--- config.mk ---
export PLATFORM = sky130hd
export DESIGN_NAME = pcrng_round_cell
export DESIGN_NICKNAME = d
export VERILOG_FILES = /design/src/hdl/philox_counter_rng_block_defines.svh /design/src/hdl/pcrng_pkg.sv /design/src/hdl/pcrng_round_cell.sv
export SDC_FILE = /design/constraint.sdc
export NUM_CORES = 2
export LEC_CHECK = 0
export BUFFER_PORTS_ARGS = -buffer_cell sky130_fd_sc_hd__buf_4
export CORE_MARGIN = 10
export CORE_UTILIZATION = 54
export DETAILED_ROUTE_END_ITERATION = 8
export PLACE_DENSITY_LB_ADDON = 0.1
export SETUP_SLACK_MARGIN = 0.4
export SYNTH_ARGS = -nofsm -noshare
export SYNTH_HDL_FRONTEND = slang
export SYNTH_SLANG_ARGS = --single-unit
--- constraint.sdc ---
create_clock -name clk_i -period 0.8 [get_ports clk_i]
set_input_delay 0.12 -clock clk_i [delete_from_list [all_inputs] [get_ports clk_i]]
set_output_delay 0.12 -clock clk_i [all_outputs]
set_load 0.02 [all_outputs]
--- src/hdl/philox_counter_rng_block_defines.svh ---
// assertion macros used by the philox serializer module
`ifndef PHILOX_COUNTER_RNG_BLOCK_DEFINES_SVH
`define PHILOX_COUNTER_RNG_BLOCK_DEFINES_SVH

// property checked on every rising clock edge outside reset
`define PCRNG_ASSERT(label, prop, msg) \
  label: assert property (@(posedge clk_i) disable iff (!rst_ni) (prop)) else $error(msg);

// condition in one cycle implies a condition in the next
`define PCRNG_ASSERT_NEXT(label, pre, post, msg) \
  label: assert property (@(posedge clk_i) disable iff (!rst_ni) (pre) |=> (post)) else $error(msg);

`endif

--- src/hdl/pcrng_pkg.sv ---
// types and constants of the philox counter rng block
package pcrng_pkg;

  localparam int unsigned RoundCount = 10;
  localparam int unsigned WordW      = 32;
  localparam int unsigned BlockW     = 30;
  localparam int unsigned CntW       = 3;
  localparam int unsigned CfgIdxW    = 8;
  localparam int unsigned CfgDataW   = 64;

  localparam logic [WordW-1:0] MulA  = 32'hD2511F53;
  localparam logic [WordW-1:0] MulB  = 32'hCD9E8D57;
  localparam logic [WordW-1:0] WeylA = 32'h9E3779B9;
  localparam logic [WordW-1:0] WeylB = 32'hBB67AE85;

  typedef enum logic [CfgIdxW-1:0] {
    RegKeyLow       = 8'd0,
    RegKeyHigh      = 8'd1,
    RegCounterBase  = 8'd2,
    RegElementTotal = 8'd3
  } pcrng_reg_e;

  // counter and key words travelling down the round chain
  typedef struct packed {
    logic [WordW-1:0] c0;
    logic [WordW-1:0] c1;
    logic [WordW-1:0] c2;
    logic [WordW-1:0] c3;
    logic [WordW-1:0] k0;
    logic [WordW-1:0] k1;
  } pcrng_state_t;

  // sideband: block number and how many lanes go out
  typedef struct packed {
    logic [BlockW-1:0] blk;
    logic [CntW-1:0]   cnt;
  } pcrng_tag_t;

endpackage

--- src/hdl/pcrng_round_cell.sv ---
// one philox round as a pipeline cell
module pcrng_round_cell (
  input  logic                clk_i,
  input  logic                rst_ni,
  input  logic                en_i,
  input  logic                valid_i,
  input  pcrng_pkg::pcrng_tag_t   tag_i,
  input  pcrng_pkg::pcrng_state_t st_i,
  output logic                valid_o,
  output pcrng_pkg::pcrng_tag_t   tag_o,
  output pcrng_pkg::pcrng_state_t st_o
);

  logic [2*pcrng_pkg::WordW-1:0] pa, pb;
  pcrng_pkg::pcrng_state_t st_d, st_q;
  pcrng_pkg::pcrng_tag_t   tag_q;
  logic                    valid_q;

  assign pa = {{pcrng_pkg::WordW{1'b0}}, st_i.c0} * {{pcrng_pkg::WordW{1'b0}}, pcrng_pkg::MulA};
  assign pb = {{pcrng_pkg::WordW{1'b0}}, st_i.c2} * {{pcrng_pkg::WordW{1'b0}}, pcrng_pkg::MulB};

  always_comb begin
    st_d.c0 = pb[2*pcrng_pkg::WordW-1:pcrng_pkg::WordW] ^ st_i.c1 ^ st_i.k0;
    st_d.c1 = pb[pcrng_pkg::WordW-1:0];
    st_d.c2 = pa[2*pcrng_pkg::WordW-1:pcrng_pkg::WordW] ^ st_i.c3 ^ st_i.k1;
    st_d.c3 = pa[pcrng_pkg::WordW-1:0];
    // key for the following round
    st_d.k0 = st_i.k0 + pcrng_pkg::WeylA;
    st_d.k1 = st_i.k1 + pcrng_pkg::WeylB;
  end

  always_ff @(posedge clk_i or negedge rst_ni) begin
    if (!rst_ni) begin
      valid_q <= 1'b0;
    end else if (en_i) begin
      valid_q <= valid_i;
    end
  end

  always_ff @(posedge clk_i) begin
    if (en_i) begin
      st_q  <= st_d;
      tag_q <= tag_i;
    end
  end

  assign valid_o = valid_q;
  assign tag_o   = tag_q;
  assign st_o    = st_q;

endmodule

# == Yosys cells after proc, flatten, opt, wreduce, memory -nomap -nowiden ==
# Cells that the tools add are included.
# op_classes
add_sub_neg,2
multipliers,2
div,0
magnitude_cmp,0
eq_ne,0
shifts,0
mux,0
bitwise,4
n_reduce_logical,0
# ops
cell,n
32-bit by 32-bit multiplier with 64-bit output (second input constant),2
32-bit bitwise XOR,4
32-bit adder (second input constant),2
# totals
reg_bits,226
latchBits,0
mem_bits_rw,0
mem_bits_ro,0
n_memories,0

# == Logic depth before layout (Yosys ltp) ==
# logic_depth
depth_word,3
ltp_mapped,28
ltp_nobuf,27

# == Worst setup path before layout ==
# OpenSTA, ideal clock, no wires.
# synth_path
path_type,in2reg
from,input st_i[173] (netlist bit)
to,"register st_q (netlist bit st_o[121]), data pin"
setup_ps,259
arrival_ps,6304
t_required_ps,541
slack_ps,-5764
stages,24
path_buffers,1
path_cell_list,inv_1 > fa_1 > fa_1 > inv_1 > fa_1 > inv_1 > fa_1 > inv_1 > fa_1 > fa_1 > fa_1 > fa_1 > ha_1 > clkbuf_1 > a21o_1 > a21o_1 > a21oi_1 > o21ai_0 > a211oi_1 > o31ai_2 > a41o_1 > a41oi_1 > o21bai_1 > xnor2_1
# synth_rtl
element,line,source
start: declaration,pcrng_round_cell.sv:8,"input pcrng_pkg::pcrng_state_t st_i,"
end signal: assignment,pcrng_round_cell.sv:42,st_q <= st_d;
end: declaration,pcrng_round_cell.sv:15,"pcrng_pkg::pcrng_state_t st_d, st_q;"

==> key figures <==
Outcome
  • Outcome: finished, violations left
  • Failing checks: hold timing, setup timing

Timing
  • RSZ-0062 raised after global routing: true
  • Worst-Margin Slew: 0.4948 ns
  • Final Slew Violations: 0
  • Final Cycle Share: 794.0%
  • Final Hold Vio Count: 69
  • TNS Setup: -684.13 ns
  • Post-Route Hold Slack: -0.2676 ns
  • Slew headroom: 66.89%
  • Final Setup Violations: 397
  • Final worst slack: -5.552 ns
  • Max Fclk: 0.1574 GHz
  • Post-layout min period: 6.352 ns
  • Skew final: 0 ns

Worst setup path
  • Critical Path Start: st_i[114]
  • Reg2Reg Setup Slack: 0.02 ns
  • Crit path arrival time: ~6.7 ns
  • CP Capture Type: register
  • Crit Path Category: input port to register
  • Crit path required time: 1.18 ns
  • Critical path fanouts, max: 4
  • Reg-to-reg critical path endpoint: valid_o
  • Worst r2r path cells: 1
  • CP Launch Type: input port
  • Worst setup endpoint: st_o[181]
  • R2R Path Start: valid_o

Clocking
  • Number of H-tree levels: 1
  • Hold buffers post-CTS: 34
  • Clock buffer depth: 3
  • Total CTS buffers: 30
  • Clk sink count: 226
  • Clock slew at reported path FFs: 0.06 ns
  • Clk_lat worst skew: 0.63 ns
  • TritonCTS clock tree: done
  • Root buf cell: clkbuf_16

Synth
  • Post-Synthesis Cells: 4460
  • Post-synthesis sequential area ratio: 14.32%
  • Synth warnings: 0
  • Seq cells post-synth: 226
  • Async SR Flop Fraction: less than 1%
  • Syn nets: 6393
  • Post-synth EDFFs: between 200 and 250
  • Main synth FF type: edfxtp_1
  • Area leader, netlist: fa_1
  • Yosys top cell area share: around 36%
  • Post-synth cell types: 81
  • Mean post-synth cell area: 10.62 µm²
  • List of most frequent post-synthesis cells: 1280 x inv_1, 863 x ha_1, 841 x fa_1
  • Synthesized cell area: 0.04734 mm²
  • Synth area leaders: fa_1 36%, ha_1 23%, edfxtp_1 14%, inv_1 10%, xnor2_1 4.5%
  • Most common cell in the netlist: inv_1

Finish
  • Nets: a little under 8000
  • Layout cells sized above 1: around 37%
  • Synth-to-layout area growth: 40.99%
  • Layout fillers: 5764
  • Post-route design area: 0.06675 mm²
  • Final Non-Filler Cells: 7164
  • Final Core Density: approximately 77%

GRT
  • Met2 Use GR: 50.14%
  • Vias in the first global route: 40090
  • GRT Overall Usage: 30.13%
  • Most Crowded Layer GR: met2
  • Grt ovf: 0
  • Met3 Usage GRT: between 5 and 6%
  • First-pass GRT wire length: between 200000 and 250000 µm
  • Met1 usage: around two fifths
  • Largest net degree at the start of global routing: 39
  • Initial antenna violation count: 7

Routing
  • DR vias: 37110
  • DRC viols: 0
  • Initial drt markers: 2253
  • Final WL: 152400 µm
  • Final ANT Viol Nets: 0
  • Via density: 5.180
  • Drt pass-1 iters: 5
  • DR WL/cell: 21.27 µm

Placed design
  • GP Congestion: 1.005
  • # placed instances: 6937
  • Placed cell area: 0.06094 mm²
  • IO buf count: around 450
  • DP Wirelength: 129600 µm

Floorplan
  • Die area: ~0.1 mm²
  • Initial Utilization: a little over half
  • # IOs: 455
  • Die extent in x: between 300 and 400 µm
  • Die Y: 316.1 µm
  • Core Region: slightly below 0.09 mm²
  • # rows: 108

Min path
  • Hold path start: valid_i
  • Min-delay worst type: input port to register

Run
  • Max Cap Violations: 0
-- metal layers --
metal	wire, µm	share of wire (%)
met5	64	0.042
met1	62640	41
met4	5289	3.5
met3	11110	7.3
met2	73310	48
-- cells by family after synthesis --
kind of cell             count (synthesis)  share of synthesized area [%]
AO/OA/AOI/OAI                          478                          6.602
XOR/XNOR                               335                          6.197
adder cells (fa/ha/maj)               1704                          58.37
buffers and inverters                 1344                          10.69
flip-flops                             226                          14.32
multiplexers                             2                        0.04493
AND/OR/NAND/NOR                        371                          3.777
-- per-stage QoR --
step	setup slack, ns	hold slack (ns)
3_3_place_gp	-6.294	-0.09552
5_1_grt	-5.657	-0.2789
6_report	-5.552	-0.2676
4_1_cts	-5.391	-0.3140
3_5_place_dp	-6.266	-0.09532
2_1_floorplan	-5.566	-0.1756
-- critical path, stage by stage --
cell      delay, ns
buf_12         0.11
ha_4           0.24
fa_1           0.47
fa_1           0.52
inv_2          0.06
fa_1           0.56
inv_2          0.05
fa_1           0.55
fa_1           0.44
fa_1           0.49
inv_1          0.05
fa_1           0.51
inv_2          0.06
ha_4           0.26
a21oi_2        0.18
o211ai_1       0.13
a221oi_2       0.35
o21a_4         0.22
a311oi_2       0.10
buf_4          0.17
or3_4          0.36
or4b_1         0.18
nor3b_4        0.33
buf_4          0.18
xnor2_1        0.05
-- area by class of cell --
type	instances	area, µm²	area share, %
timing repair buffer	1554	13000	19.47
clock buffer	36	783.3	1.173
clock inverter	20	269.0	0.4030
antenna	3	7.507	0.01125
multi-input combinational	2890	39620	59.35
tap	1155	1445	2.165
inverter	1280	4851	7.267
sequential	226	6783	10.16
-- cell usage in the layout, fill, tap and decap left out, drive strengths merged, types with 32 or more instances in the layout --
cell type / synthesis / final
clkbuf: 52 / 36
edfxtp: 225 / 225
nand4: 33 / 33
nor2: 85 / 85
dlygate4sd3: 0 / 34
inv: 1280 / 1272
buf: 12 / 1520
nand3: 32 / 32
ha: 863 / 863
xnor2: 241 / 241
a21oi: 163 / 163
nand2: 112 / 112
xor2: 94 / 94
fa: 841 / 841
o21ai: 97 / 97
a21o: 81 / 81
-- how the worst min path moves through the flow --
stage	slack, ns	cells after the start	end
2_1_floorplan	-0.18	0	valid_o
3_3_place_gp	-0.1	1	valid_o
3_5_place_dp	-0.1	1	valid_o
4_1_cts	-0.31	2	valid_o
5_1_grt	-0.28	2	valid_o
6_report	-0.27	2	valid_o
-- what timing repair did --
item / CTS / global route
pin swaps: 224 / 194
buffers inserted: 79 / 55
gates resized for setup: 457 / 253
endpoints found under the hold margin: 132 / 68
endpoints found under the setup margin: 409 / 460
gates cloned: 0 / 0
-- registers in the layout (all words and copies together) (netlist names) --
name,cells
valid_o,1
tag_o,33
st_o,192
Power is left out: the tool's default activity adds up to more than one toggle a clock period on the data nets, which glitch-free logic cannot reach.
